**src/mbps_pkg.sv**
```systemverilog
// Shared types and register indexes for the masked byte pattern scanner.
`timescale 1ns / 1ps
`default_nettype none

package mbps_pkg;

  localparam int unsigned CFG_ADDR_W  = 2;
  localparam int unsigned CFG_DATA_W  = 64;
  localparam int unsigned PAT_BYTES   = 16;
  localparam int unsigned LEN_W       = 5;
  localparam int unsigned OFFSET_W    = 32;

  localparam logic [CFG_ADDR_W-1:0] CFG_PAT_LO = 2'd0;
  localparam logic [CFG_ADDR_W-1:0] CFG_PAT_HI = 2'd1;
  localparam logic [CFG_ADDR_W-1:0] CFG_CARE   = 2'd2;
  localparam logic [CFG_ADDR_W-1:0] CFG_LEN    = 2'd3;

  localparam logic [PAT_BYTES-1:0] CARE_RESET = '1;
  localparam logic [LEN_W-1:0]     LEN_RESET  = 5'd1;

  typedef struct packed {
    logic [7:0] data_byte;
    logic       last_byte;
  } mbps_in_t;

  typedef struct packed {
    logic                found;
    logic [OFFSET_W-1:0] match_offset;
  } mbps_out_t;

  typedef struct packed {
    logic [63:0]          pat_lo;
    logic [63:0]          pat_hi;
    logic [PAT_BYTES-1:0] care;
    logic [LEN_W-1:0]     len;
  } mbps_cfg_t;

  typedef struct packed {
    logic                hit;
    logic [OFFSET_W-1:0] offset;
  } mbps_match_t;

endpackage

`default_nettype wire

```
**src/mbps_cfg_regs.sv**
```systemverilog
// Configuration register file: pattern, care mask and pattern length.
`timescale 1ns / 1ps
`default_nettype none

module mbps_cfg_regs
  import mbps_pkg::*;
(
  input  wire logic                  clk_i,
  input  wire logic                  rst_ni,
  input  wire logic                  wr_en_i,
  input  wire logic [CFG_ADDR_W-1:0] wr_addr_i,
  input  wire logic [CFG_DATA_W-1:0] wr_data_i,
  output mbps_cfg_t                  cfg_o
);

  mbps_cfg_t cfg_q, cfg_d;

  always_comb begin
    cfg_d = cfg_q;
    if (wr_en_i) begin
      unique case (wr_addr_i)
        CFG_PAT_LO: cfg_d.pat_lo = wr_data_i;
        CFG_PAT_HI: cfg_d.pat_hi = wr_data_i;
        CFG_CARE:   cfg_d.care   = wr_data_i[PAT_BYTES-1:0];
        CFG_LEN:    cfg_d.len    = wr_data_i[LEN_W-1:0];
      endcase
    end
  end

  always_ff @(posedge clk_i or negedge rst_ni) begin
    if (!rst_ni) begin
      cfg_q.pat_lo <= '0;
      cfg_q.pat_hi <= '0;
      cfg_q.care   <= CARE_RESET;
      cfg_q.len    <= LEN_RESET;
    end else begin
      cfg_q <= cfg_d;
    end
  end

  assign cfg_o = cfg_q;

endmodule

`default_nettype wire

```
**src/mbps_match.sv**
```systemverilog
// Parallel masked compare of the byte history against the pattern.
`timescale 1ns / 1ps
`default_nettype none

module mbps_match
  import mbps_pkg::*;
#(
  parameter int unsigned MAX_PATTERN = 16,
  parameter int unsigned OFFSET_BITS = 32,
  parameter int unsigned WIN_DEPTH   = 15
) (
  input  wire logic                      [7:0] cur_i,
  input  wire logic [WIN_DEPTH-1:0]      [7:0] win_i,
  input  wire logic [OFFSET_BITS-1:0]          pos_i,
  input  wire mbps_cfg_t                       cfg_i,
  output mbps_match_t                          match_o
);

  localparam int unsigned IDX_W   = (MAX_PATTERN > 1) ? $clog2(MAX_PATTERN) : 1;
  localparam int unsigned HIST_D  = 2 ** IDX_W;
  localparam logic [LEN_W-1:0] MAX_LEN = LEN_W'(MAX_PATTERN);

  logic [HIST_D-1:0][7:0]        hist;
  logic [2*CFG_DATA_W-1:0]       pat;
  logic [LEN_W-1:0]              len;
  logic [LEN_W-1:0]              len_m1;
  logic [LEN_W-1:0]              back;
  logic                          all_eq;
  logic                          long_enough;
  logic [OFFSET_BITS-1:0]        start;

  always_comb begin
    for (int j = 0; j < HIST_D; j++) begin
      if (j == 0) begin
        hist[j] = cur_i;
      end else if (j < MAX_PATTERN && j <= WIN_DEPTH) begin
        hist[j] = win_i[j-1];
      end else begin
        hist[j] = '0;
      end
    end
  end

  assign pat    = {cfg_i.pat_hi, cfg_i.pat_lo};
  assign len    = (cfg_i.len > MAX_LEN) ? MAX_LEN : cfg_i.len;
  assign len_m1 = len - LEN_W'(1);

  // Pattern byte i lines up with the byte seen len-1-i items ago.
  always_comb begin
    all_eq = 1'b1;
    back   = '0;
    for (int i = 0; i < MAX_PATTERN; i++) begin
      back = len_m1 - LEN_W'(i);
      if (LEN_W'(i) < len && cfg_i.care[i] &&
          hist[back[IDX_W-1:0]] != pat[8*i +: 8]) begin
        all_eq = 1'b0;
      end
    end
  end

  assign long_enough = (len == '0) ||
                       (pos_i >= OFFSET_BITS'(len_m1));
  assign start       = (len == '0) ? pos_i : (pos_i - OFFSET_BITS'(len_m1));

  assign match_o.hit    = long_enough && all_eq;
  assign match_o.offset = OFFSET_W'(start);

endmodule

`default_nettype wire

```
**src/masked_byte_pattern_scan.sv**
```systemverilog
// Top level: input stage, byte window, offset counter and result register.
//
//  channel | direction | handshake               | payload
//  --------+-----------+-------------------------+---------------------------
//  in      | in        | in_valid_i / in_ready_o | in_i   (data_byte, last_byte)
//  out     | out       | out_valid_o/out_ready_i | out_o  (found, match_offset)
//  cfg     | in        | cfg_valid_i/cfg_ready_o | cfg_addr_i, cfg_data_i
//
// One item per cycle when the result side does not stall; an item goes first into the input
// register, then through the compare into the result register.
// The window compare and counter update are done as each byte leaves the input register.
// Reset clears the window, the offset counter, the reported flag and both
// registers' valid bits; pattern resets to zero, care mask to all ones,
// length to one. A stalled result holds the input stage, which then lowers
// in_ready_o. cfg_ready_o is always high.
`timescale 1ns / 1ps
`default_nettype none

module masked_byte_pattern_scan
  import mbps_pkg::*;
#(
  parameter int unsigned MAX_PATTERN = 16,
  parameter int unsigned OFFSET_BITS = 32
) (
  input  wire logic                  clk_i,
  input  wire logic                  rst_ni,
  input  wire logic                  in_valid_i,
  output      logic                  in_ready_o,
  input  wire mbps_in_t              in_i,
  output      logic                  out_valid_o,
  input  wire logic                  out_ready_i,
  output mbps_out_t                  out_o,
  input  wire logic                  cfg_valid_i,
  output      logic                  cfg_ready_o,
  input  wire logic [CFG_ADDR_W-1:0] cfg_addr_i,
  input  wire logic [CFG_DATA_W-1:0] cfg_data_i
);

  localparam int unsigned WIN_DEPTH = (MAX_PATTERN > 1) ? MAX_PATTERN - 1 : 1;

  mbps_cfg_t   cfg;
  mbps_match_t mres;

  logic     s1_valid_q, s1_valid_d;
  mbps_in_t s1_q, s1_d;

  logic [WIN_DEPTH-1:0][7:0] win_q, win_d;
  logic [OFFSET_BITS-1:0]    cnt_q, cnt_d;
  logic                      rep_q, rep_d;

  logic      out_valid_q, out_valid_d;
  mbps_out_t out_q, out_d;

  logic advance;
  logic emit;

  assign cfg_ready_o = 1'b1;

  mbps_cfg_regs u_cfg (
    .clk_i     (clk_i),
    .rst_ni    (rst_ni),
    .wr_en_i   (cfg_valid_i),
    .wr_addr_i (cfg_addr_i),
    .wr_data_i (cfg_data_i),
    .cfg_o     (cfg)
  );

  mbps_match #(
    .MAX_PATTERN (MAX_PATTERN),
    .OFFSET_BITS (OFFSET_BITS),
    .WIN_DEPTH   (WIN_DEPTH)
  ) u_match (
    .cur_i   (s1_q.data_byte),
    .win_i   (win_q),
    .pos_i   (cnt_q),
    .cfg_i   (cfg),
    .match_o (mres)
  );

  assign advance    = s1_valid_q && (!out_valid_q || out_ready_i);
  assign in_ready_o = !s1_valid_q || advance;
  assign emit       = !rep_q && (mres.hit || s1_q.last_byte);

  // Input stage
  always_comb begin
    s1_valid_d = s1_valid_q;
    s1_d       = s1_q;
    if (advance) begin
      s1_valid_d = 1'b0;
    end
    if (in_valid_i && in_ready_o) begin
      s1_valid_d = 1'b1;
      s1_d       = in_i;
    end
  end

  // Scan state
  always_comb begin
    win_d = win_q;
    cnt_d = cnt_q;
    rep_d = rep_q;
    if (advance) begin
      if (s1_q.last_byte) begin
        win_d = '0;
        cnt_d = '0;
        rep_d = 1'b0;
      end else begin
        for (int k = WIN_DEPTH - 1; k > 0; k--) begin
          win_d[k] = win_q[k-1];
        end
        win_d[0] = s1_q.data_byte;
        if (!(&cnt_q)) begin
          cnt_d = cnt_q + OFFSET_BITS'(1);
        end
        rep_d = rep_q || mres.hit;
      end
    end
  end

  // Result register
  always_comb begin
    out_valid_d = out_valid_q;
    out_d       = out_q;
    if (out_ready_i) begin
      out_valid_d = 1'b0;
    end
    if (advance && emit) begin
      out_valid_d        = 1'b1;
      out_d.found        = mres.hit;
      out_d.match_offset = mres.hit ? mres.offset : '0;
    end
  end

  always_ff @(posedge clk_i or negedge rst_ni) begin
    if (!rst_ni) begin
      s1_valid_q  <= 1'b0;
      out_valid_q <= 1'b0;
      win_q       <= '0;
      cnt_q       <= '0;
      rep_q       <= 1'b0;
    end else begin
      s1_valid_q  <= s1_valid_d;
      out_valid_q <= out_valid_d;
      win_q       <= win_d;
      cnt_q       <= cnt_d;
      rep_q       <= rep_d;
    end
  end

  always_ff @(posedge clk_i) begin
    s1_q  <= s1_d;
    out_q <= out_d;
  end

  assign out_valid_o = out_valid_q;
  assign out_o       = out_q;

`ifndef ASSERT_OFF
  a_rep_after_hit: assert property (@(posedge clk_i) disable iff (!rst_ni)
    advance && !rep_q && mres.hit && !s1_q.last_byte |=> rep_q)
    else $error("reported flag not set after a match");

  a_clear_on_last: assert property (@(posedge clk_i) disable iff (!rst_ni)
    advance && s1_q.last_byte |=> cnt_q == '0 && !rep_q)
    else $error("scan state not cleared after last byte");

  a_notfound_zero: assert property (@(posedge clk_i) disable iff (!rst_ni)
    out_valid_q && !out_q.found |-> out_q.match_offset == '0)
    else $error("not-found result with nonzero offset");

  a_stage_holds: assert property (@(posedge clk_i) disable iff (!rst_ni)
    s1_valid_q && !advance |=> s1_valid_q && $stable(s1_q))
    else $error("input stage lost an item while stalled");
`endif

endmodule

`default_nettype wire

```
**config.mk**
```make
export PLATFORM = sky130hd
export DESIGN_NAME = masked_byte_pattern_scan
export DESIGN_NICKNAME = d
export VERILOG_FILES = /design/src/mbps_pkg.sv /design/src/mbps_cfg_regs.sv /design/src/mbps_match.sv /design/src/masked_byte_pattern_scan.sv
export SDC_FILE = /design/constraint.sdc
export NUM_CORES = 1
export LEC_CHECK = 0
export BUFFER_PORTS_ARGS = -buffer_cell sky130_fd_sc_hd__buf_4
export CAP_MARGIN = 0
export CORE_MARGIN = 2
export CORE_UTILIZATION = 52
export DETAILED_ROUTE_END_ITERATION = 10
export PLACE_DENSITY = 0.72
export SYNTH_ARGS = -nofsm -noshare
export SYNTH_HDL_FRONTEND = slang
export SYNTH_SLANG_ARGS = --single-unit
```
**constraint.sdc**
```tcl
create_clock -name clk_i -period 7.99 [get_ports clk_i]
set_input_delay 0.3995 -clock clk_i [delete_from_list [all_inputs] [get_ports clk_i]]
set_output_delay 0.3995 -clock clk_i [all_outputs]
set_load 0.02 [all_outputs]
```
==> impl_metrics.csv, run 1 <==
group,metric,value,unit
status,outcome,"completed",
floorplan,die-height,215,um
worst_setup_path,cp.arrival,7.36,ns
place,port_buffers,114,
synthesis,synthCells,2234,
grt,antenna_found_initial,0,
timing,period_share,0.873,
worst_setup_path,crit_chain,"nor2b_4 > inv_2 > ha_1 > xnor2_4 > inv_2 > ha_1 > nor3_1 > nor2_1 > mux2i_1 > xor2_1 > nor4_1 > a311o_1 > and4bb_1 > nand3_2 > a211oi_1",
final_layout,fin_util,0.581,
timing,slew_viol_final,0,
hold_path,hold_path.class,"primary input to flip-flop",
worst_setup_path,required,8.37,ns
final_layout,finalNetCount,2369,
synthesis,syn-num-nets,2333,
cts,clock_latency,0.58,ns
grt,grt_start_max_net_pins,126,
detailed_routing,firstDrtPassIters,6,
power_and_ir_drop,totalPowerFinal,6.89,mW
timing,relSlewSlack,0.254,
worst_setup_path,slowest_stage,"dfstp_4",
timing,finalSetupTns,0,ns
grt,grt_pass1_wl,107000,um
detailed_routing,drtIter0Drc,2208,
detailed_routing,wirelength,70100,um
place,place_congestion,0.982,
timing,worst_slack,1.01,ns
job,max_cap_viol_count,0,
floorplan,coreArea,44000,sq um
power_and_ir_drop,vdd_drop_max,0.221,mV
power_and_ir_drop,p_per_area,269,nW/um^2
grt,overflow,0,
timing,period_minus_slack,6.98,ns
synthesis,synthesis.area,23100,sq um
final_layout,fillers,3696,
worst_setup_path,worst_setup_path_start_kind,"flip-flop",
cts,post_cts_resize_count,0,
cts,cts.clk_slew.worst_paths,0.06,ns
detailed_routing,wl_per_cell,24.2,um
final_layout,drive_above_1_share,0.225,
hold_path,hp-start,"in_i[0]",
cts,cts_buffer_depth,3,
timing,rsz0062_at_grt,"false",
worst_setup_path,max_stage_delay,0.84,ns
synthesis,synthArstFlopShare,0.879,
grt,grt_usage,0.303,
worst_setup_path,startpoint,"u_cfg.cfg_o[0]",
power_and_ir_drop,p_leak,10.6,nW
worst_setup_path,crit_fanout,33,
cts,cts_tree,"yes",
detailed_routing,drc,0,
floorplan,chipWidth,215,um
timing,fmax,0.143,GHz
timing,worst_slew_pin_slew,1.12,ns
final_layout,stdcell_count,2892,
place,dp.final_hpwl,50700,um
synthesis,yosys-top-cells-area,"dfrtp_1 (31%), mux2i_1 (11%), mux2_2 (8.2%)",
synthesis,synth.top_cell.area_share,0.311,
floorplan,die_area,46100,sq um
synthesis,synth_top_area_cell,"dfrtp_1",
worst_setup_path,end_kind,"flip-flop",
synthesis,ys_warn_count,0,
synthesis,synth-edff-count,42,
timing,fin_worst_skew,0.0138,ns
worst_setup_path,r2r_start,"u_cfg.cfg_o[0]",
floorplan,num_io_pins,116,
final_layout,diodes,0,
synthesis,synth-seq-cells,346,
place,dp.cells,2812,
worst_setup_path,crit_type,"flip-flop to flip-flop",
worst_setup_path,cp_top_family,"simple AND/OR/NAND/NOR gates",
final_layout,layout_common_cells,"nand2_1 (334), dfrtp_1 (287), mux2i_1 (245)",
synthesis,synth-main-ff-cell,"dfrtp_1",
cts,numClockSinks,346,
synthesis,syn_area_per_cell,10.3,sq um
detailed_routing,vias,18100,
cts,numCtsBuffers,39,
synthesis,netlist-cell-type-count,84,
timing,setup_violations,0,
worst_setup_path,path_buf_inv,2,
cts,cts.htree.levels,2,
floorplan,row_count,77,
detailed_routing,ant_nets,0,
final_layout,layout_commonest_cell,"nand2_1",
place,preCtsSetupSlack,1.11,ns
final_layout,area_growth,10.8,%
timing,hold_viol,0,
cts,cts_root_buffer,"clkbuf_16",
grt,first_global_vias,17400,
detailed_routing,viasPerCell,6.28,
synthesis,ys_seq_area_frac,0.385,
floorplan,initial_utilization,0.525,
==> metal layers <==
layer  up-vias  GRT usage  share of wire
met5         -          0              0
met4         0      0.130          0.048
met3       168     0.0712          0.094
met2       770      0.450           0.44
met1      9063      0.425           0.42
li1       8147          -              -
==> layout make-up <==
cell class / count / area [sq um] / area share
Multi-Input combinational cell: 1709 / 13400 / 0.524
Sequential cell: 346 / 8890 / 0.347
Timing Repair Buffer: 152 / 1170 / 0.0457
Clock buffer: 53 / 1100 / 0.0429
Tap cell: 592 / 741 / 0.0289
Clock inverter: 18 / 189 / 0.00738
Inverter: 22 / 88.8 / 0.00347
==> worst paths after layout <==
kind                                         end  slack [ns]  depth (start not counted)
worst max register to register          out_o[1]        1.01                         15
worst max-delay path                    out_o[1]        1.01                         15
min in group asynchronous        u_cfg.cfg_o[34]        0.47                          2
worst min-delay path                     s1_q[0]        0.03                          1
max in group asynchronous               cnt_q[4]        6.07                          3
worst min register to register  u_cfg.cfg_o[113]        0.53                          1
==> cell families after synthesis <==
kind of cell | share of synthesized area
buffers and inverters | 0.0361
other | 0.000162
adder cells (fa/ha/maj) | 0.0115
multiplexers | 0.259
flip-flops | 0.385
AND/OR/NAND/NOR | 0.132
AO/OA/AOI/OAI | 0.101
XOR/XNOR | 0.0759
==> state kept, by name (all words and copies together), names as in the netlist <==
name / cells
u_cfg.cfg_o: 149
win_q: 120
out_o: 33
cnt_q: 32
s1_q: 9
out_valid_o: 1
rep_q: 1
s1_valid_q: 1
==> power by group <==
group | leakage (nW) | switching [mW] | internal (mW)
combinational | 5.68 | 1.67 | 1.21
sequential | 4.29 | 0.216 | 1.99
clock | 0.624 | 0.775 | 1.04
==> Yosys cell counts (7+ instances only) <==
master,instances
nand2_1,335
dfrtp_1,287
edfxtp_1,42
mux2i_1,245
o211ai_1,10
buf_2,29
inv_2,7
nor4_1,12
xor2_1,64
mux4_2,72
buf_6,10
nor2_2,16
o21ai_0,133
o22a_1,9
nor2b_1,18
nor3_1,24
buf_4,12
nand3_1,17
and4_1,7
ha_1,18
a211o_1,13
a21oi_1,32
a22oi_1,22
dfstp_2,17
inv_1,12
mux2_2,169
nor2_1,96
a31oi_1,22
and2_1,12
clkbuf_1,93
a211oi_1,27
a2bb2oi_1,9
nand4_1,27
a22o_1,13
or3_1,16
nand2b_1,30
buf_1,13
xnor2_1,123
o22ai_1,27
nor3b_1,7
==> per-stage QoR <==
step / cell area (sq um) / hold slack, ns
detailed placement: 24200 / 0.521
floorplan: 23100 / 0.104
global route: 25600 / 0.0134
global placement: 24200 / 0.508
CTS: 25600 / 0.0157
finish: 25600 / 0.0306
==> repair_timing <==
action	4_1_cts	5_1_grt
hold buffers	9	0
buffers inserted	0	0
endpoints found under the hold margin	101	0
(Power assumes the default switching activity.)
==> inputs of run 2 (changes only) <==
PLACE_DENSITY = 0.69   (was 0.72)
clock period = 8.1 ns   (was 7.99 ns; I/O delays follow)
==> run 2 against run 1 <==
  * Via count rose by 0.41%
  * Setup slack improved by 0.34 ns
  * Die area did not move
  * Critical path type unchanged
==> impl_metrics.csv, run 2 (synthesis results as in run 1) <==
group,metric,value,unit
status,outcome,"completed",
detailed_routing,vias,18200,
final_layout,layout_common_cells,"nand2_1 (334), dfrtp_1 (287), mux2i_1 (245)",
place,place_congestion,1.01,
timing,worst_slew_pin_slew,1.17,ns
timing,setup_violations,0,
final_layout,area_growth,10.6,%
floorplan,row_count,77,
timing,fin_worst_skew,0.0191,ns
timing,slew_viol_final,0,
timing,fmax,0.148,GHz
floorplan,die-height,215,um
power_and_ir_drop,vdd_drop_max,0.180,mV
cts,clock_latency,0.58,ns
power_and_ir_drop,p_leak,10.6,nW
cts,cts.htree.levels,2,
detailed_routing,wirelength,71600,um
detailed_routing,drc,0,
worst_setup_path,cp_top_family,"simple AND/OR/NAND/NOR gates",
floorplan,die_area,46100,sq um
place,port_buffers,114,
cts,numCtsBuffers,40,
final_layout,largest_reg_flops,149,
worst_setup_path,path_buf_inv,1,
cts,numClockSinks,346,
final_layout,layout_commonest_cell,"nand2_1",
detailed_routing,viasPerCell,6.30,
place,post_dp_cell_area,24200,sq um
floorplan,coreArea,44000,sq um
grt,first_global_vias,17500,
detailed_routing,firstDrtPassIters,6,
worst_setup_path,end_kind,"flip-flop",
timing,hold_viol,0,
detailed_routing,wl_per_cell,24.8,um
hold_path,hold_path.class,"primary input to flip-flop",
timing,rsz0062_at_grt,"false",
job,max_cap_viol_count,0,
floorplan,initial_utilization,0.525,
worst_setup_path,crit_type,"flip-flop to flip-flop",
place,dp.cells,2811,
worst_setup_path,crit_chain,"nand2b_2 > ha_1 > xnor2_4 > ha_1 > buf_4 > mux2i_1 > mux2i_1 > xor2_1 > nor4_1 > a311o_1 > and4bb_1 > nand3_2 > a211oi_1",
floorplan,chipWidth,215,um
timing,period_share,0.834,
cts,cts_tree,"yes",
detailed_routing,ant_nets,0,
floorplan,num_io_pins,116,
grt,antenna_found_initial,1,
worst_setup_path,worst_setup_path_start_kind,"flip-flop",
grt,overflow,0,
final_layout,drive_above_1_share,0.225,
final_layout,fillers,3771,
detailed_routing,drtIter0Drc,2029,
worst_setup_path,crit_fanout,35,
power_and_ir_drop,p_per_area,266,nW/um^2
timing,period_minus_slack,6.75,ns
timing,relSlewSlack,0.220,
worst_setup_path,required,8.46,ns
final_layout,finalNetCount,2366,
grt,grt_start_max_net_pins,142,
grt,grt_pass1_wl,109000,um
place,dp.final_hpwl,52200,um
cts,cts_root_buffer,"clkbuf_16",
cts,cts.clk_slew.worst_paths,0.07,ns
final_layout,fin_area,25500,sq um
cts,cts_buffer_depth,3,
final_layout,fin_util,0.580,
cts,post_cts_resize_count,0,
final_layout,stdcell_count,2891,
timing,finalSetupTns,0,ns
worst_setup_path,slowest_stage,"dfrtp_1",
grt,grt_usage,0.310,
worst_setup_path,max_stage_delay,0.76,ns
worst_setup_path,cp.arrival,7.12,ns
-- run 2: changes by cell type in the layout (fill, tap and decap cells not counted), moves of 2 or more --
cell           change
dlygate4sd3_1      -3
inv_6              +3
clkbuf_16          +2
clkbuf_8           -2
clkinv_8           -2
-- run 2: area by class of cell --
cell class              count  area [sq um]  area share
multi-input cells        1709         13400       0.525
flip-flops and latches    346          8890       0.348
repair buffers            148          1130      0.0444
clock buffers              54          1120      0.0440
well taps                 592           741      0.0290
clock inverters            19           144     0.00563
inverters                  22          88.8     0.00348
diodes                      1          2.50   0.0000980
-- run 2: repair_timing --
item                       in CTS  in global routing
setup endpoints to repair       0                  0
hold endpoints to repair       83                  0
setup buffers                   0                  0
hold buffers                    6                  0
-- run 2: worst paths after layout --
path	depth (start not counted)	slack, ns	endpoint	startpoint
worst min register to register	1	0.53	u_cfg.cfg_o[111]	u_cfg.cfg_o[111]
min in group asynchronous	2	0.46	u_cfg.cfg_o[68]	rst_ni
worst max register to register	13	1.35	out_o[0]	u_cfg.cfg_o[1]
worst max-delay path	13	1.35	out_o[0]	u_cfg.cfg_o[1]
max in group asynchronous	3	6.03	u_cfg.cfg_o[69]	rst_ni
worst min-delay path	1	0.02	s1_q[1]	in_i[1]
-- run 2: power breakdown --
group,switching [mW],total (mW),internal [mW],leakage (nW)
Clock,0.759,1.77,1.01,0.613
Sequential,0.220,2.18,1.96,4.29
Combinational,1.66,2.85,1.19,5.66
Total,2.63,6.80,4.16,10.6
-- run 2: worst register-to-register path, stage by stage, from the launching register on --
cell and delay (ns):
dfrtp_1 0.76, nand2b_2 0.67, ha_1 0.54, xnor2_4 0.70, ha_1 0.69, buf_4 0.44
mux2i_1 0.32, mux2i_1 0.13, xor2_1 0.17, nor4_1 0.32, a311o_1 0.20, and4bb_1 0.39
nand3_2 0.71, a211oi_1 0.50
-- run 2: through the flow --
| step | power (mW) | hold WS (ns) | setup WS, ns |
|---|---|---|---|
| 2_1_floorplan | 4.26 | 0.109 | 0.353 |
| 3_3_place_gp | 4.94 | 0.511 | 1.63 |
| 3_5_place_dp | 4.99 | 0.516 | 1.47 |
| 4_1_cts | 6.78 | 0.000140 | 1.43 |
| 5_1_grt | 7.09 | 0.0131 | 0.860 |
| 6_report | 6.80 | 0.0192 | 1.35 |
-- run 2: per-layer routing --
| layer | track usage | vias to the layer above | share of wire |
|---|---|---|---|
| met5 | 0 | - | 0 |
| met4 | 0.122 | 0 | 0.041 |
| met3 | 0.0814 | 151 | 0.10 |
| met2 | 0.463 | 910 | 0.44 |
| met1 | 0.431 | 9022 | 0.42 |
| li1 | - | 8140 | - |
